<file path="config.mk">
export PLATFORM = sky130hd
export DESIGN_NAME = url_percent_encoder_core
export DESIGN_NICKNAME = d
export VERILOG_FILES = /design/src/design/upe_pkg.sv /design/src/design/upe_front.sv /design/src/design/upe_queue.sv /design/src/design/upe_back.sv /design/src/design/url_percent_encoder_core.sv
export SDC_FILE = /design/constraint.sdc
export NUM_CORES = 1
export LEC_CHECK = 0
export ABC_AREA = 1
export BUFFER_PORTS_ARGS = -buffer_cell sky130_fd_sc_hd__buf_4
export CAP_MARGIN = 20
export CORE_MARGIN = 1.5
export CORE_UTILIZATION = 35
export DETAILED_ROUTE_END_ITERATION = 12
export PLACE_DENSITY_LB_ADDON = 0.2
export SETUP_SLACK_MARGIN = 0.15
export SLEW_MARGIN = 20
export SYNTH_ARGS = -nofsm -noshare
export SYNTH_HDL_FRONTEND = slang
export SYNTH_SLANG_ARGS = --single-unit
</file>
<file path="constraint.sdc">
create_clock -name clk -period 8.5 [get_ports clk]
set_input_delay 0.425 -clock clk [delete_from_list [all_inputs] [get_ports clk]]
set_output_delay 0.425 -clock clk [all_outputs]
set_load 0.03 [all_outputs]
</file>
<file path="src/design/upe_pkg.sv">
// ----------------------------------------------------------------------------
// upe_pkg
// Types, constants and byte classification functions of the percent encoder
// ----------------------------------------------------------------------------
package upe_pkg;

	// configuration register indexes
	localparam logic REG_ENCODE_SET    = 1'b0;
	localparam logic REG_SPACE_AS_PLUS = 1'b1;

	// widths fixed by the item format
	localparam int unsigned CP_W   = 21;
	localparam int unsigned BYTE_W = 8;
	localparam int unsigned CFG_W  = 3;

	// default depth of the descriptor queue
	localparam int unsigned QUEUE_DEPTH_DEF = 4;

	// characters with a special role
	localparam logic [BYTE_W-1:0] CHR_SPACE   = 8'h20;
	localparam logic [BYTE_W-1:0] CHR_PLUS    = 8'h2B;
	localparam logic [BYTE_W-1:0] CHR_PERCENT = 8'h25;

	// percent-encode set selection
	typedef enum logic [CFG_W-1:0] {
		SET_C0        = 3'd0,
		SET_FRAGMENT  = 3'd1,
		SET_QUERY     = 3'd2,
		SET_SPECIAL_Q = 3'd3,
		SET_PATH      = 3'd4,
		SET_USERINFO  = 3'd5,
		SET_COMPONENT = 3'd6
	} encode_set_t;

	// how one utf-8 byte is emitted
	typedef enum logic [1:0] {
		MODE_PASS   = 2'd0,
		MODE_PLUS   = 2'd1,
		MODE_ESCAPE = 2'd2
	} byte_mode_t;

	// one classified code point, as queued between front and back
	typedef struct packed {
		logic [3:0][BYTE_W-1:0] bytes;
		byte_mode_t [3:0]       mode;
		logic [1:0]             last_idx;
	} item_desc_t;

	// queue status seen by the front
	typedef struct packed {
		logic full;
		logic empty;
	} queue_stat_t;

	function automatic logic in_c0(input logic [BYTE_W-1:0] b);
		return (b <= 8'h1F) || (b > 8'h7E);
	endfunction

	function automatic logic in_query(input logic [BYTE_W-1:0] b);
		return in_c0(b) || b == 8'h20 || b == 8'h22 || b == 8'h23 ||
			b == 8'h3C || b == 8'h3E;
	endfunction

	function automatic logic in_path(input logic [BYTE_W-1:0] b);
		return in_query(b) || b == 8'h3F || b == 8'h60 || b == 8'h7B ||
			b == 8'h7D;
	endfunction

	function automatic logic in_userinfo(input logic [BYTE_W-1:0] b);
		return in_path(b) || b == 8'h2F || b == 8'h3A || b == 8'h3B ||
			b == 8'h3D || b == 8'h40 || (b >= 8'h5B && b <= 8'h5E) ||
			b == 8'h7C;
	endfunction

	// membership of byte b in the selected set; the unused code is empty
	function automatic logic in_set(input encode_set_t set, input logic [BYTE_W-1:0] b);
		logic r;
		unique case (set)
			SET_C0:        r = in_c0(b);
			SET_FRAGMENT:  r = in_c0(b) || b == 8'h20 || b == 8'h22 || b == 8'h3C ||
				b == 8'h3E || b == 8'h60;
			SET_QUERY:     r = in_query(b);
			SET_SPECIAL_Q: r = in_query(b) || b == 8'h27;
			SET_PATH:      r = in_path(b);
			SET_USERINFO:  r = in_userinfo(b);
			SET_COMPONENT: r = in_userinfo(b) || (b >= 8'h24 && b <= 8'h26) ||
				b == 8'h2B || b == 8'h2C;
			default:       r = 1'b0;
		endcase
		return r;
	endfunction

	// upper-case hex digit
	function automatic logic [BYTE_W-1:0] hex_char(input logic [3:0] n);
		return (n < 4'd10) ? (8'h30 + {4'h0, n}) : (8'h37 + {4'h0, n});
	endfunction

endpackage

</file>
<file path="src/design/upe_front.sv">
// ----------------------------------------------------------------------------
// upe_front
// Accepts code points, encodes them to utf-8 and classifies every byte
// ----------------------------------------------------------------------------
module upe_front (
	input  logic                        clk,
	input  logic                        arst_n,
	input  logic                        cfg_we,
	input  logic                        cfg_index,
	input  logic [upe_pkg::CFG_W-1:0]   cfg_wdata,
	input  logic                        in_valid,
	output logic                        in_ready,
	input  logic [upe_pkg::CP_W-1:0]    code_point,
	input  upe_pkg::queue_stat_t        q_stat,
	output logic                        push,
	output upe_pkg::item_desc_t         desc
);
	import upe_pkg::*;

	encode_set_t encode_set_q;
	logic        space_as_plus_q;

	// configuration registers
	always_ff @(posedge clk or negedge arst_n) begin
		if (!arst_n) begin
			encode_set_q    <= SET_C0;
			space_as_plus_q <= 1'b0;
		end else if (cfg_we) begin
			unique case (cfg_index)
				REG_ENCODE_SET:    encode_set_q    <= encode_set_t'(cfg_wdata);
				REG_SPACE_AS_PLUS: space_as_plus_q <= cfg_wdata[0];
				default:           ;
			endcase
		end
	end

	// accept whenever the queue has room
	assign in_ready = !q_stat.full;
	assign push     = in_valid && in_ready;

	// utf-8 encode and per-byte classification
	always_comb begin
		desc.bytes = '0;
		if (code_point[20:7] == '0) begin
			desc.bytes[0]  = {1'b0, code_point[6:0]};
			desc.last_idx  = 2'd0;
		end else if (code_point[20:11] == '0) begin
			desc.bytes[0]  = {3'b110, code_point[10:6]};
			desc.bytes[1]  = {2'b10, code_point[5:0]};
			desc.last_idx  = 2'd1;
		end else if (code_point[20:16] == '0) begin
			desc.bytes[0]  = {4'b1110, code_point[15:12]};
			desc.bytes[1]  = {2'b10, code_point[11:6]};
			desc.bytes[2]  = {2'b10, code_point[5:0]};
			desc.last_idx  = 2'd2;
		end else begin
			desc.bytes[0]  = {5'b11110, code_point[20:18]};
			desc.bytes[1]  = {2'b10, code_point[17:12]};
			desc.bytes[2]  = {2'b10, code_point[11:6]};
			desc.bytes[3]  = {2'b10, code_point[5:0]};
			desc.last_idx  = 2'd3;
		end
		for (int i = 0; i < 4; i++) begin
			if (space_as_plus_q && desc.bytes[i] == CHR_SPACE)
				desc.mode[i] = MODE_PLUS;
			else if (in_set(encode_set_q, desc.bytes[i]))
				desc.mode[i] = MODE_ESCAPE;
			else
				desc.mode[i] = MODE_PASS;
		end
	end

endmodule

</file>
<file path="src/design/upe_queue.sv">
// ----------------------------------------------------------------------------
// upe_queue
// Short queue of classified code points between front and back
// ----------------------------------------------------------------------------
module upe_queue #(
	parameter int unsigned DEPTH = upe_pkg::QUEUE_DEPTH_DEF
) (
	input  logic                  clk,
	input  logic                  arst_n,
	input  logic                  push,
	input  upe_pkg::item_desc_t   wdata,
	input  logic                  pop,
	output upe_pkg::item_desc_t   rdata,
	output upe_pkg::queue_stat_t  stat
);
	import upe_pkg::*;

	localparam int unsigned PTR_W = (DEPTH > 1) ? $clog2(DEPTH) : 1;
	localparam int unsigned CNT_W = $clog2(DEPTH + 1);

	item_desc_t       mem_q [DEPTH];
	logic [PTR_W-1:0] wr_ptr_q;
	logic [PTR_W-1:0] rd_ptr_q;
	logic [CNT_W-1:0] cnt_q;

	assign stat.full  = (cnt_q == CNT_W'(DEPTH));
	assign stat.empty = (cnt_q == '0);
	assign rdata      = mem_q[rd_ptr_q];

	// storage
	always_ff @(posedge clk) begin
		if (push)
			mem_q[wr_ptr_q] <= wdata;
	end

	// pointers and fill count
	always_ff @(posedge clk or negedge arst_n) begin
		if (!arst_n) begin
			wr_ptr_q <= '0;
			rd_ptr_q <= '0;
			cnt_q    <= '0;
		end else begin
			if (push)
				wr_ptr_q <= (wr_ptr_q == PTR_W'(DEPTH - 1)) ? '0 : wr_ptr_q + 1'b1;
			if (pop)
				rd_ptr_q <= (rd_ptr_q == PTR_W'(DEPTH - 1)) ? '0 : rd_ptr_q + 1'b1;
			if (push && !pop)
				cnt_q <= cnt_q + 1'b1;
			else if (pop && !push)
				cnt_q <= cnt_q - 1'b1;
		end
	end

endmodule

</file>
<file path="src/design/upe_back.sv">
// ----------------------------------------------------------------------------
// upe_back
// Serializes queued code points into bytes, one beat per cycle unless stalled
// ----------------------------------------------------------------------------
module upe_back (
	input  logic                         clk,
	input  logic                         arst_n,
	input  logic                         head_valid,
	input  upe_pkg::item_desc_t          head,
	output logic                         pop,
	output logic                         out_valid,
	input  logic                         out_ready,
	output logic [upe_pkg::BYTE_W-1:0]   out_byte,
	output logic                         last_of_item
);
	import upe_pkg::*;

	typedef enum logic [1:0] {
		PH_LEAD = 2'd0,
		PH_HI   = 2'd1,
		PH_LO   = 2'd2
	} phase_t;

	phase_t              phase_q;
	logic [1:0]          idx_q;
	logic                out_valid_q;
	logic [BYTE_W-1:0]   out_byte_q;
	logic                last_q;

	logic                load;
	logic                fire;
	logic [BYTE_W-1:0]   cur_byte;
	byte_mode_t          cur_mode;
	logic [BYTE_W-1:0]   chr;
	logic                byte_done;
	logic                item_done;
	phase_t              phase_nxt;

	// output register frees up when empty or taken
	assign load     = !out_valid_q || out_ready;
	assign fire     = load && head_valid;
	assign cur_byte = head.bytes[idx_q];
	assign cur_mode = head.mode[idx_q];

	// next character of the current byte
	always_comb begin
		chr       = cur_byte;
		byte_done = 1'b1;
		phase_nxt = PH_LEAD;
		if (cur_mode == MODE_ESCAPE) begin
			unique case (phase_q)
				PH_LEAD: begin
					chr       = CHR_PERCENT;
					byte_done = 1'b0;
					phase_nxt = PH_HI;
				end
				PH_HI: begin
					chr       = hex_char(cur_byte[7:4]);
					byte_done = 1'b0;
					phase_nxt = PH_LO;
				end
				PH_LO: begin
					chr       = hex_char(cur_byte[3:0]);
					byte_done = 1'b1;
					phase_nxt = PH_LEAD;
				end
				default: begin
					chr       = cur_byte;
					byte_done = 1'b1;
					phase_nxt = PH_LEAD;
				end
			endcase
		end else if (cur_mode == MODE_PLUS) begin
			chr = CHR_PLUS;
		end
	end

	assign item_done = byte_done && (idx_q == head.last_idx);
	assign pop       = fire && item_done;

	// sequencer state and output register
	always_ff @(posedge clk or negedge arst_n) begin
		if (!arst_n) begin
			phase_q     <= PH_LEAD;
			idx_q       <= '0;
			out_valid_q <= 1'b0;
			out_byte_q  <= '0;
			last_q      <= 1'b0;
		end else begin
			if (load)
				out_valid_q <= head_valid;
			if (fire) begin
				out_byte_q <= chr;
				last_q     <= item_done;
				phase_q    <= phase_nxt;
				if (byte_done)
					idx_q <= item_done ? 2'd0 : idx_q + 2'd1;
			end
		end
	end

	assign out_valid    = out_valid_q;
	assign out_byte     = out_byte_q;
	assign last_of_item = last_q;

endmodule

</file>
<file path="src/design/url_percent_encoder_core.sv">
// ----------------------------------------------------------------------------
// url_percent_encoder_core
// Utf-8 encoder and url percent encoder, one code point in, 1 to 12 bytes out
// ----------------------------------------------------------------------------
// Each input beat carries one code point; it leaves as 1 to 12 output beats,
// emitted by the back-end serializer one byte per cycle while out_ready takes
// them, the last one flagged by last_of_item. Plain ascii gives one byte, a
// four byte sequence with every byte escaped gives 12. The front end takes a
// new code point every cycle while the descriptor queue (QUEUE_DEPTH entries)
// has room, so input and output stall independently. An accepted code point
// passes through the descriptor queue and the back-end output register before
// its first output beat is presented. Configuration is written through
// cfg_we/cfg_index/cfg_wdata while the block is idle, a rule for the user that
// the block itself does not enforce; no clearing pass follows reset.
// ----------------------------------------------------------------------------
module url_percent_encoder_core #(
	parameter int unsigned QUEUE_DEPTH = upe_pkg::QUEUE_DEPTH_DEF
) (
	input  logic                        clk,
	input  logic                        arst_n,
	input  logic                        cfg_we,
	input  logic                        cfg_index,
	input  logic [upe_pkg::CFG_W-1:0]   cfg_wdata,
	input  logic                        in_valid,
	output logic                        in_ready,
	input  logic [upe_pkg::CP_W-1:0]    code_point,
	output logic                        out_valid,
	input  logic                        out_ready,
	output logic [upe_pkg::BYTE_W-1:0]  out_byte,
	output logic                        last_of_item
);
	import upe_pkg::*;

	queue_stat_t q_stat;
	item_desc_t  wr_desc;
	item_desc_t  head_desc;
	logic        push;
	logic        pop;

	// encode and classify
	upe_front u_front (
		.clk        (clk),
		.arst_n     (arst_n),
		.cfg_we     (cfg_we),
		.cfg_index  (cfg_index),
		.cfg_wdata  (cfg_wdata),
		.in_valid   (in_valid),
		.in_ready   (in_ready),
		.code_point (code_point),
		.q_stat     (q_stat),
		.push       (push),
		.desc       (wr_desc)
	);

	// descriptor queue
	upe_queue #(
		.DEPTH (QUEUE_DEPTH)
	) u_queue (
		.clk    (clk),
		.arst_n (arst_n),
		.push   (push),
		.wdata  (wr_desc),
		.pop    (pop),
		.rdata  (head_desc),
		.stat   (q_stat)
	);

	// byte serializer
	upe_back u_back (
		.clk          (clk),
		.arst_n       (arst_n),
		.head_valid   (!q_stat.empty),
		.head         (head_desc),
		.pop          (pop),
		.out_valid    (out_valid),
		.out_ready    (out_ready),
		.out_byte     (out_byte),
		.last_of_item (last_of_item)
	);

endmodule

</file>
# Word-level counts from Yosys, hierarchy flattened
# Memory sizes are Yosys's and may differ from the RTL's.
# Cells that the tools add are included.
[totals]
input_bits = 30
memories = 1
mem_bits_rw = 168
register_bits = 25
elab_cells = 310
[classes]
magnitude_cmp = 27
reduce_logical = 131
bitwise = 1
mux = 45
n_eq_ne = 86
add_sub_neg = 9
[mem_list]
columns = ["memory", "words", "width", "rd", "rd_clocked_by_memory_dff", "wr", "line_no", "text"]
rows = [
  ["u_queue.mem_q", 4, 42, 1, 0, 1, "upe_queue.sv:21", "item_desc_t mem_q [DEPTH];"],
]
[ops]
columns = ["operator", "count"]
rows = [
  ["equality test 8 x 6 -> 1 bit, second input constant", 52],
  ["equality test 8 x 7 -> 1 bit, second input constant", 20],
  ["logical OR 1 bit", 97],
  ["2-to-1 mux 8 bit", 7],
  [">= comparator 8 x 6 -> 1 bit, second input constant", 4],
  [">= comparator 8 x 7 -> 1 bit, second input constant", 4],
  ["greater-than comparator 8 x 7 -> 1 bit, second input constant", 4],
  ["less-or-equal comparator 8 x 5 -> 1 bit, second input constant", 4],
  ["less-or-equal comparator 8 x 6 -> 1 bit, second input constant", 4],
  ["less-or-equal comparator 8 x 7 -> 1 bit, second input constant", 4],
  ["2-to-1 mux 16 bit", 2],
  ["2-to-1 mux 2 bit", 15],
  ["adder 6 x 4 -> 7 bit, first input constant", 4],
  ["one-hot mux 1 bit (7 select lines)", 4],
  ["2-to-1 mux 24 bit", 1],
  ["one-hot mux 8 bit (3 select lines)", 1],
  ["2-to-1 mux 22 bit", 1],
  ["logical AND 1 bit", 18],
  ["binary-select mux 8 bit (select 2 bit)", 1],
  ["logical NOT 14 bit", 1],
  ["equality test 3 bit, second input constant", 4],
  ["logical NOT 10 bit", 1],
  ["2-to-1 mux 1 bit", 9],
  ["equality test 2 bit, second input constant", 4],
  ["other kinds (20)", 33],
]

# Longest topological paths before layout
# Gate-level depths: netlist (run 1).
[logic_depth]
ltp_word = 29
mapped_depth = 19
depth_no_buf = 18

# Hierarchy
# A second synthesis (run 1) with hierarchy kept.
[hier_totals]
hier_cells = 1028
area_unflattened_um2 = 10033.4
[modules_own_cells]
columns = ["mod", "cells_per_inst", "instances", "seq_area_each_um2", "area_each_um2"]
rows = [
  ["upe_queue", 541, 1, 5220.0, 7193.1],
  ["upe_front", 253, 1, 100.1, 1440.1],
  ["upe_back", 233, 1, 350.3, 1396.3],
  ["url_percent_encoder_core", 1, 1, 0.0, 3.8],
]

# Least setup slack after synthesis (run 1)
# No wires, ideal clock.
[synth_path]
kind = "register to register"
start = "register u_queue.cnt_q[0]"
end = "memory u_queue.mem_q[0][0] (netlist name) (enable)"
setup_slack_ps = 5597
t_required_ps = 8069
path_buffers = 0
period_less_slack_ps = 2903
t_arrival_ps = 2472
stages_incl_launch_ff = 5
setup_ps = 431
path_cell_list = "dfrtp_1 > inv_1 > nand3_1 > nand2_1 > nor2_1"
[synth_between]
elab_chain_cells = 5
[synth_lines]
columns = ["element", "line_no", "text"]
rows = [
  ["start: declaration", "upe_queue.sv:24", "logic [CNT_W-1:0] cnt_q;"],
  ["start signal: assignment", "upe_queue.sv:48", "cnt_q <= cnt_q + 1'b1;"],
  ["start signal: assignment", "upe_queue.sv:50", "cnt_q <= cnt_q - 1'b1;"],
  ["equality test 3 bit", "upe_queue.sv:26", "assign stat.full = (cnt_q == CNT_W'(DEPTH));"],
  ["logical NOT 1 bit", "upe_front.sv:38", "assign in_ready = !q_stat.full;"],
  ["named net in_ready", "url_percent_encoder_core.sv:25", "output logic in_ready,"],
  ["logical AND 1 bit", "upe_front.sv:39", "assign push = in_valid && in_ready;"],
  ["2-to-1 mux 1 bit", "upe_queue.sv:32", "if (push)"],
  ["2-to-1 mux 1 bit (not written as such)", "upe_queue.sv:33", "mem_q[wr_ptr_q] <= wdata;"],
  ["end: declaration", "upe_queue.sv:21", ""],
]
# The timed path passes the listed nets, and every way through them passes these cells.

# Final worst setup path (run 1)
[layout_path]
start = "register u_queue.rd_ptr_q[0]"
end = "register u_queue.cnt_q[2]"
[layout_between]
elab_chain_cells = 10
word_cells_on_any_way = 13
classes_between = "eq/ne: 2; mux: 4; reduce/logical: 6; memory: 1"
[layout_lines]
columns = ["element", "line_no", "text"]
rows = [
  ["start: declaration", "upe_queue.sv:23", "logic [PTR_W-1:0] rd_ptr_q;"],
  ["start signal: assignment", "upe_queue.sv:46", "rd_ptr_q <= (rd_ptr_q == PTR_W'(DEPTH - 1)) ? '0 : rd_ptr_q + 1'b1;"],
  ["memory read (4 x 42 bit) *", "--", ""],
  ["binary-select mux 2 bit (select 2 bit)", "upe_back.sv:43", "assign cur_mode = head.mode[idx_q];"],
  ["2-to-1 mux 2 bit (not written as such)", "upe_back.sv:43", ""],
  ["equality test 2 bit", "upe_back.sv:50", "if (cur_mode == MODE_ESCAPE) begin"],
  ["2-to-1 mux 1 bit", "upe_back.sv:50", ""],
  ["logical AND 1 bit *", "upe_back.sv:78", "assign item_done = byte_done && (idx_q == head.last_idx);"],
  ["logical AND 1 bit *", "upe_back.sv:79", "assign pop = fire && item_done;"],
  ["logical NOT 1 bit", "upe_queue.sv:47", "if (push && !pop)"],
  ["logical AND 1 bit", "upe_queue.sv:47", ""],
  ["2-to-1 mux 3 bit or nonzero test 2 bit (tied branches)", "--", ""],
]
# Every way passes the cells marked *; elsewhere a longest branch is shown, timed or not. The select of a mux whose other input is x is not followed.
# A chain may end at the register's enable or synchronous reset.

==> results.md, run 1 <==
- Cell taking the most area after synthesis: edfxtp_1
- F_max: ~270 MHz
- Synth Flop Type: edfxtp_1
- Startpoint Class: flip-flop
- Mean area per synthesized cell: 10.2 sq um
- Layout Cells excl Fill: 1207
- Post-CTS setup buffers: 0
- Top-count cell post-synth: edfxtp_1
- Drt total wl: 20000 um
- Vias per cell: 5.02
- Final core utilization: between 40% and 50%
- Vias: 6065
- Worst-path clk slew: about 0.070 ns
- CTS buffer count: 17
- Power per Cell Area: 343 mW/mm^2
- Setup TNS: 0 ns
- Post-route ant nets: 0
- Slew HR: a little under half
- First-pass GRT wire length: 31800 um
- Gp weighted congestion: 0.882
- Critical setup path kind: reg -> reg
- Unique cell type count in the Yosys netlist: 48
- Crit share post-route: 44.0%
- DRT Pass-1 Iters: 5
- Status: complete, no violations
- ANT cells: 0
- Worst VDD drop: 0.168 mV
- RSZ-0062 raised after global routing: no
- Starting Density: 35.7%
- Synth warn: 0
- EDFF count, synth: 148
- Clock Skew: 0.0146 ns
- CTS Hold Buffers Added: 1
- Die Height: 158 um
- Asr flop ratio synth: 14.5%
- Max Cap Viol: 0
- Post-synth top area share: 52.9%
- # H-tree levels: 4
- I/O pin count: 41
- Final hold vios: 0
- Number of DRC markers in iteration 0: 498
- # rows: 56
- Post-synth top cells: edfxtp_1, nor2_1, nand2_1, o21ai_0, inv_1
- Initial antenna violation count: 0
- Required time worst endpoint: between 8 and 9 ns
- Vias in the first global route: 5784
- Nets: slightly above 900
- Filler Cells Inserted: 2291
- Post-CTS resize count: 0
- Clock Sinks: 173
- Final Setup Violations: 0
- # DRC: 0
- Worst-Margin Slew: roughly 0.80 ns
- Clock buffer depth: 2
- Die X: between 150 and 200 um
- Syn Inst Count: between 800 and 900
- Post-DP HPWL: 13000 um
- HP Class: in -> reg
- Final count of pins violating max slew: 0
- CP Max Fanout: 77
- Root Buffer: clkbuf_16
- Die area: 0.0250 sq mm
- Yosys reg bits: 173
- Largest net degree at the start of global routing: 78
- Avg WL per Cell: 16.5 um
- GRT overflow: 0
- R2r setup slk: 4.76 ns
- Setup crit end kind: flip-flop
- Top post-synthesis cells by area: edfxtp_1, dfrtp_1, nor2_1, nand2_1, o21ai_0
- Power consumption: 0.00330 W
- CTS tree: done
- Arrival @ worst endpoint: 4.04 ns
- Layout cells sized above 1: 15.1%
- Port bufs: 40
- Post-Syn Area: 0.00841 sq mm
- Dpl cells: 1174
- Synth-to-layout area growth: 14.5%
- Crit path time final: 3.74 ns
- Sequential area share after synthesis: 60.3%
- Core area: about 0.024 sq mm
- Leak Pwr: 3.66 nW
- Gr usage total: 17.1%
- Clk_lat worst skew: 0.43 ns
layer usage:
| layer | wire [um] | GRT usage, % | up-vias |
|---|---|---|---|
| met1 | 9520 | 23.4 | 2885 |
| li1 | - | - | 2959 |
| met2 | 9120 | 26.9 | 195 |
| met3 | 998 | 3.64 | 26 |
| met5 | 0 | 0 | - |
| met4 | 338 | 5.61 | 0 |
final timing paths:
| check | start | cells after the start | to |
|---|---|---|---|
| worst max-delay path | u_queue.rd_ptr_q[0]$_DFFE_PN0P_ | 19 | u_queue.cnt_q[2]$_DFFE_PN0P_ |
| max in group asynchronous | arst_n | 2 | u_queue.rd_ptr_q[0]$_DFFE_PN0P_ |
| min in group asynchronous | arst_n | 2 | u_back.out_byte[3]$_DFFE_PN0P_ |
| worst min register to register | u_back.out_byte[6]$_DFFE_PN0P_ | 2 | u_back.out_byte[6]$_DFFE_PN0P_ |
| worst min-delay path | cfg_index | 2 | u_front.space_as_plus_q$_DFFE_PN0P_ |
| worst max register to register | u_queue.rd_ptr_q[0]$_DFFE_PN0P_ | 19 | u_queue.cnt_q[2]$_DFFE_PN0P_ |
worst max-delay path, stage by stage, from the launching register on:
cell and delay (ns):
dfrtp_2 0.34, buf_4 0.56, inv_2 0.40, o21ai_1 0.25, o22ai_1 0.10, nand2_1 0.08, nand2_1 0.07, a21oi_2 0.13
nand2_2 0.15, nor2_4 0.16, inv_1 0.09, nand2_1 0.09, nor2_2 0.06, inv_2 0.08, ha_1 0.13, inv_1 0.07
fa_1 0.43, a21oi_1 0.14, o21ai_0 0.11, xor2_1 0.15
report_power, final:
| part | leakage, nW | internal, W | switching [W] |
|---|---|---|---|
| registers | 1.63 | 0.00112 | 0.0000723 |
| logic | 1.76 | 0.000401 | 0.000926 |
| clock network | 0.272 | 0.000438 | 0.000334 |
| total | 3.66 | 0.00196 | 0.00133 |
cells by family after synthesis:
kind of cell	Yosys count	synth area share (%)
AOI/OAI and AO/OA	185	12.9
adders and majority gates	9	1.43
and+or+nand+nor	352	19.1
xor gates and xnor gates	3	0.313
other	1	0.0446
DFF	173	60.3
buffers and inverters	104	5.86
cell usage in the layout, fill, tap and decap left out, types with 5 or more instances in the layout:
cell,n
ha_1,8
nand3_2,5
o221ai_1,8
o21ai_1,27
nor3_1,6
edfxtp_1,148
a31oi_1,6
buf_4,49
dfrtp_1,24
a21oi_1,20
inv_1,65
nand2_1,121
nand3_1,46
nand2_2,10
nor2_4,11
inv_2,7
o22ai_1,28
nor2_1,134
o21ai_0,77
nor2_2,7
clkbuf_16,17
conb_1,12
sequential cells by signal, indices dropped and copies added (netlist names):
| signal | flops |
|---|---|
| u_queue.mem_q | 148 |
| u_back.out_byte | 8 |
| u_front.encode_set_q | 3 |
| u_queue.cnt_q | 3 |
| u_back.idx_q | 2 |
| u_back.phase_q | 2 |
| u_queue.rd_ptr_q | 2 |
| u_queue.wr_ptr_q | 2 |
| u_back.last_of_item | 1 |
| u_back.out_valid | 1 |
| u_front.space_as_plus_q | 1 |
stage by stage:
stage / hold WS [ns] / cell area, sq um / setup WS (ns)
CTS: 0.175 / 9620 / 4.74
global route: 0.195 / 9620 / 4.39
detailed placement: 0.366 / 9020 / 4.77
floorplan: 0.129 / 8450 / 5.60
finish: 0.190 / 9620 / 4.76
global placement: 0.369 / 9020 / 4.86
cell type report:
type / instances / area, sq um / share of cell area, %
flip-flops and latches: 173 / 5070 / 52.7
multi-input cells: 561 / 2920 / 30.3
clock buffers: 18 / 429 / 4.46
well taps: 319 / 399 / 4.15
repair buffers: 50 / 378 / 3.93
inverters: 72 / 270 / 2.81
clock inverters: 14 / 159 / 1.65
Note: power is estimated with default switching activity, not from simulation.
==> run 2, diff against run 1 <==
clock period = 3.4 ns   (was 8.5 ns; I/O delays follow)
==> run 2 against run 1 <==
Utilization increased by 0.60 points. First-iteration DRC count decreased by 15%. Critical path depth decreased by 2. Count of clock-buffer cells in the layout decreased by 1. Wire length increased by 4.6%. Sequential share of layout area decreased by 0.76 points. Cell count increased by 1.2%. Flip-flop and latch count unchanged. Critical path type unchanged. Worst setup slack got worse by 4.4 ns. Largest power group unchanged.
==> results.md, run 2 (synthesis gave the netlist of run 1 again) <==
- Starting Density: 35.7% (unchanged)
- Post-Place Worst Slack: 0.334 ns (was 4.77 ns)
- Clock Sinks: 173 (unchanged)
- Synth-to-layout area growth: 16.1% (was 14.5%)
- Post-CTS setup buffers: 0 (unchanged)
- Final count of pins violating max slew: 0 (unchanged)
- Die X: 158 um (unchanged)
- GRT overflow: 0 (unchanged)
- CTS tree: done (unchanged)
- Gp weighted congestion: 0.893 (was 0.882)
- CTS buffer count: 17 (unchanged)
- Die area: 0.0250 sq mm (unchanged)
- Initial antenna violation count: 0 (unchanged)
- Crit share post-route: 89.0% (was 44.0%)
- Most frequent cells in the layout: edfxtp_1, nor2_1, nand2_1 (unchanged)
- Leak Pwr: 3.73 nW (was 3.66 nW)
- # H-tree levels: 4 (unchanged)
- Post-route ant nets: 0 (unchanged)
- CP Max Fanout: 20 (was 77)
- Power consumption: 0.00838 W (was 0.00330 W)
- RSZ-0062 raised after global routing: no (unchanged)
- Largest reg by FF count: u_queue.mem_q (unchanged)
- Reg2reg start: u_queue.rd_ptr_q[0]$_DFFE_PN0P_ (unchanged)
- Slew HR: 44.2% (was 46.8%)
- Final hold vios: 0 (unchanged)
- Die Height: 158 um (unchanged)
- Vias in the first global route: 5847 (was 5784)
- Final Setup Violations: 0 (unchanged)
- Worst VDD drop: 0.400 mV (was 0.168 mV)
- HP Class: in -> reg (unchanged)
- # DRC: 0 (unchanged)
- Startpoint Class: flip-flop (unchanged)
- Port bufs: 40 (unchanged)
- Filler Cells Inserted: 2318 (was 2291)
- Most common cell after layout, fill and taps aside: edfxtp_1 (unchanged)
- Max Cap Viol: 0 (unchanged)
- Largest register FFs: 148 (unchanged)
- First-pass GRT wire length: 32800 um (was 31800 um)
- R2r setup slk: 0.37 ns (was 4.76 ns)
- Clock Skew: 0.0130 ns (was 0.0146 ns)
- Arrival @ worst endpoint: 3.35 ns (was 4.04 ns)
- Critical setup path kind: reg -> reg (unchanged)
- Post-DP HPWL: 14000 um (was 13000 um)
- FF-to-FF path depth: 17 (was 19)
- Root Buffer: clkbuf_16 (unchanged)
- Setup crit end kind: flip-flop (unchanged)
- Power per Cell Area: 858 mW/mm^2 (was 343 mW/mm^2)
- Clk_lat worst skew: 0.44 ns (was 0.43 ns)
- Hold path startpoint: cfg_wdata[0] (was cfg_index)
- Avg WL per Cell: 17.1 um (was 16.5 um)
- ANT cells: 0 (unchanged)
- Status: complete, no violations (unchanged)
- Worst-Margin Slew: 0.828 ns (was 0.798 ns)
- Worst-path clk slew: 0.08 ns (was 0.07 ns)
- Post-Place Cell Area: 0.00910 sq mm (was 0.00902 sq mm)
- Nets: 928 (was 914)
- Crit path time final: 3.03 ns (was 3.74 ns)
- I/O pin count: 41 (unchanged)
- Hold Crit Endpoint: u_front.encode_set_q[0]$_DFFE_PN0P_ (was u_front.space_as_plus_q$_DFFE_PN0P_)
- Layout cells sized above 1: 15.9% (was 15.1%)
- Number of DRC markers in iteration 0: 422 (was 498)
- Setup TNS: 0 ns (unchanged)
- Largest net degree at the start of global routing: 39 (was 78)
- # rows: 56 (unchanged)
- Clock buffer depth: 2 (unchanged)
- Capturing point of the worst reg2reg path: u_queue.cnt_q[2]$_DFFE_PN0P_ (unchanged)
- Gr usage total: 17.8% (was 17.1%)
- Hold Path Depth: 3 (was 2)
- Drt total wl: 20900 um (was 20000 um)
- Core area: 0.0235 sq mm (unchanged)
- DRT Pass-1 Iters: 5 (unchanged)
- F_max: 331 MHz (was 268 MHz)
- Setup ws final: 0.374 ns (was 4.76 ns)
- Vias: 6098 (was 6065)
- Fin area: 0.00976 sq mm (was 0.00962 sq mm)
- Required time worst endpoint: 3.72 ns (was 8.81 ns)
- Vias per cell: 4.99 (was 5.02)
[run 2: changes by cell type in the layout (fill, tap and decap cells not counted), moves of 2 or more]
cell / before / now
inv_4: 0 / 2
dlygate4sd3_1: 1 / 6
buf_4: 49 / 57
inv_2: 7 / 5
[run 2: timing repair]
item,in CTS,in global routing
endpoints found under the setup margin,0,1
hold endpoints to repair,29,0
gates resized for setup,0,6
hold buffers,6,0
[run 2: worst max path at each step]
stage | start | end | slack (ns) | cells past startpoint
detailed placement | u_queue.rd_ptr_q[0]$_DFFE_PN0P_ | u_queue.cnt_q[2]$_DFFE_PN0P_ | 0.33 | 15
CTS | u_queue.rd_ptr_q[0]$_DFFE_PN0P_ | u_queue.cnt_q[2]$_DFFE_PN0P_ | 0.34 | 15
global route | u_queue.rd_ptr_q[0]$_DFFE_PN0P_ | u_queue.cnt_q[2]$_DFFE_PN0P_ | 0.16 | 17
finish | u_queue.rd_ptr_q[0]$_DFFE_PN0P_ | u_queue.cnt_q[2]$_DFFE_PN0P_ | 0.37 | 17
global placement | u_queue.rd_ptr_q[0]$_DFFE_PN0P_ | u_queue.cnt_q[2]$_DFFE_PN0P_ | 0.40 | 15
floorplan | u_queue.cnt_q[0]$_DFFE_PN0P_ | u_queue.mem_q[0][0]$_DFFE_PP_ | 0.50 | 4
[run 2: metal layers]
layer	vias up	wire length, um	track usage, %
li1	2984	-	-
met5	-	0	0
met2	169	9830	28.9
met3	19	1170	3.67
met4	0	217	4.85
met1	2926	9680	24.2
[run 2: metrics by stage]
stage	utilization, %	cells	hold WS (ns)
after detailed placement	38.7	1183	0.123
after global placement	38.7	1183	0.121
after CTS	41.4	1221	0.0144
after global routing	41.5	1221	0.0311
final	41.5	1221	0.0265
after floorplan	-	838	-0.126
[run 2: area by class of cell]
| type | count | area, sq um | share of cell area [%] |
|---|---|---|---|
| clock inverter | 15 | 163 | 1.67 |
| multi-input combinational | 561 | 2920 | 29.9 |
| timing repair buffer | 64 | 508 | 5.20 |
| tap | 319 | 399 | 4.09 |
| clock buffer | 17 | 425 | 4.36 |
| inverter | 72 | 275 | 2.82 |
| sequential | 173 | 5070 | 51.9 |
[run 2: power breakdown]
part / total [W] / internal, W / switching (W)
logic: 0.00345 / 0.00109 / 0.00236
registers: 0.00299 / 0.00281 / 0.000179
clock network: 0.00194 / 0.00109 / 0.000846
total: 0.00838 / 0.00499 / 0.00339
[run 2: critical path, cell delays in order (launching register included)]
cell and delay, ns:
dfrtp_2 0.44, buf_4 0.25, o21ai_0 0.13, o221ai_1 0.20, nand3_1 0.09, nand3_1 0.16
nand2_4 0.12, nor2_4 0.13, inv_1 0.09, nand2_1 0.11, nor2_2 0.08, inv_2 0.08
ha_1 0.14, inv_1 0.07, fa_1 0.43, a21oi_1 0.14, o21ai_0 0.11, xor2_1 0.15
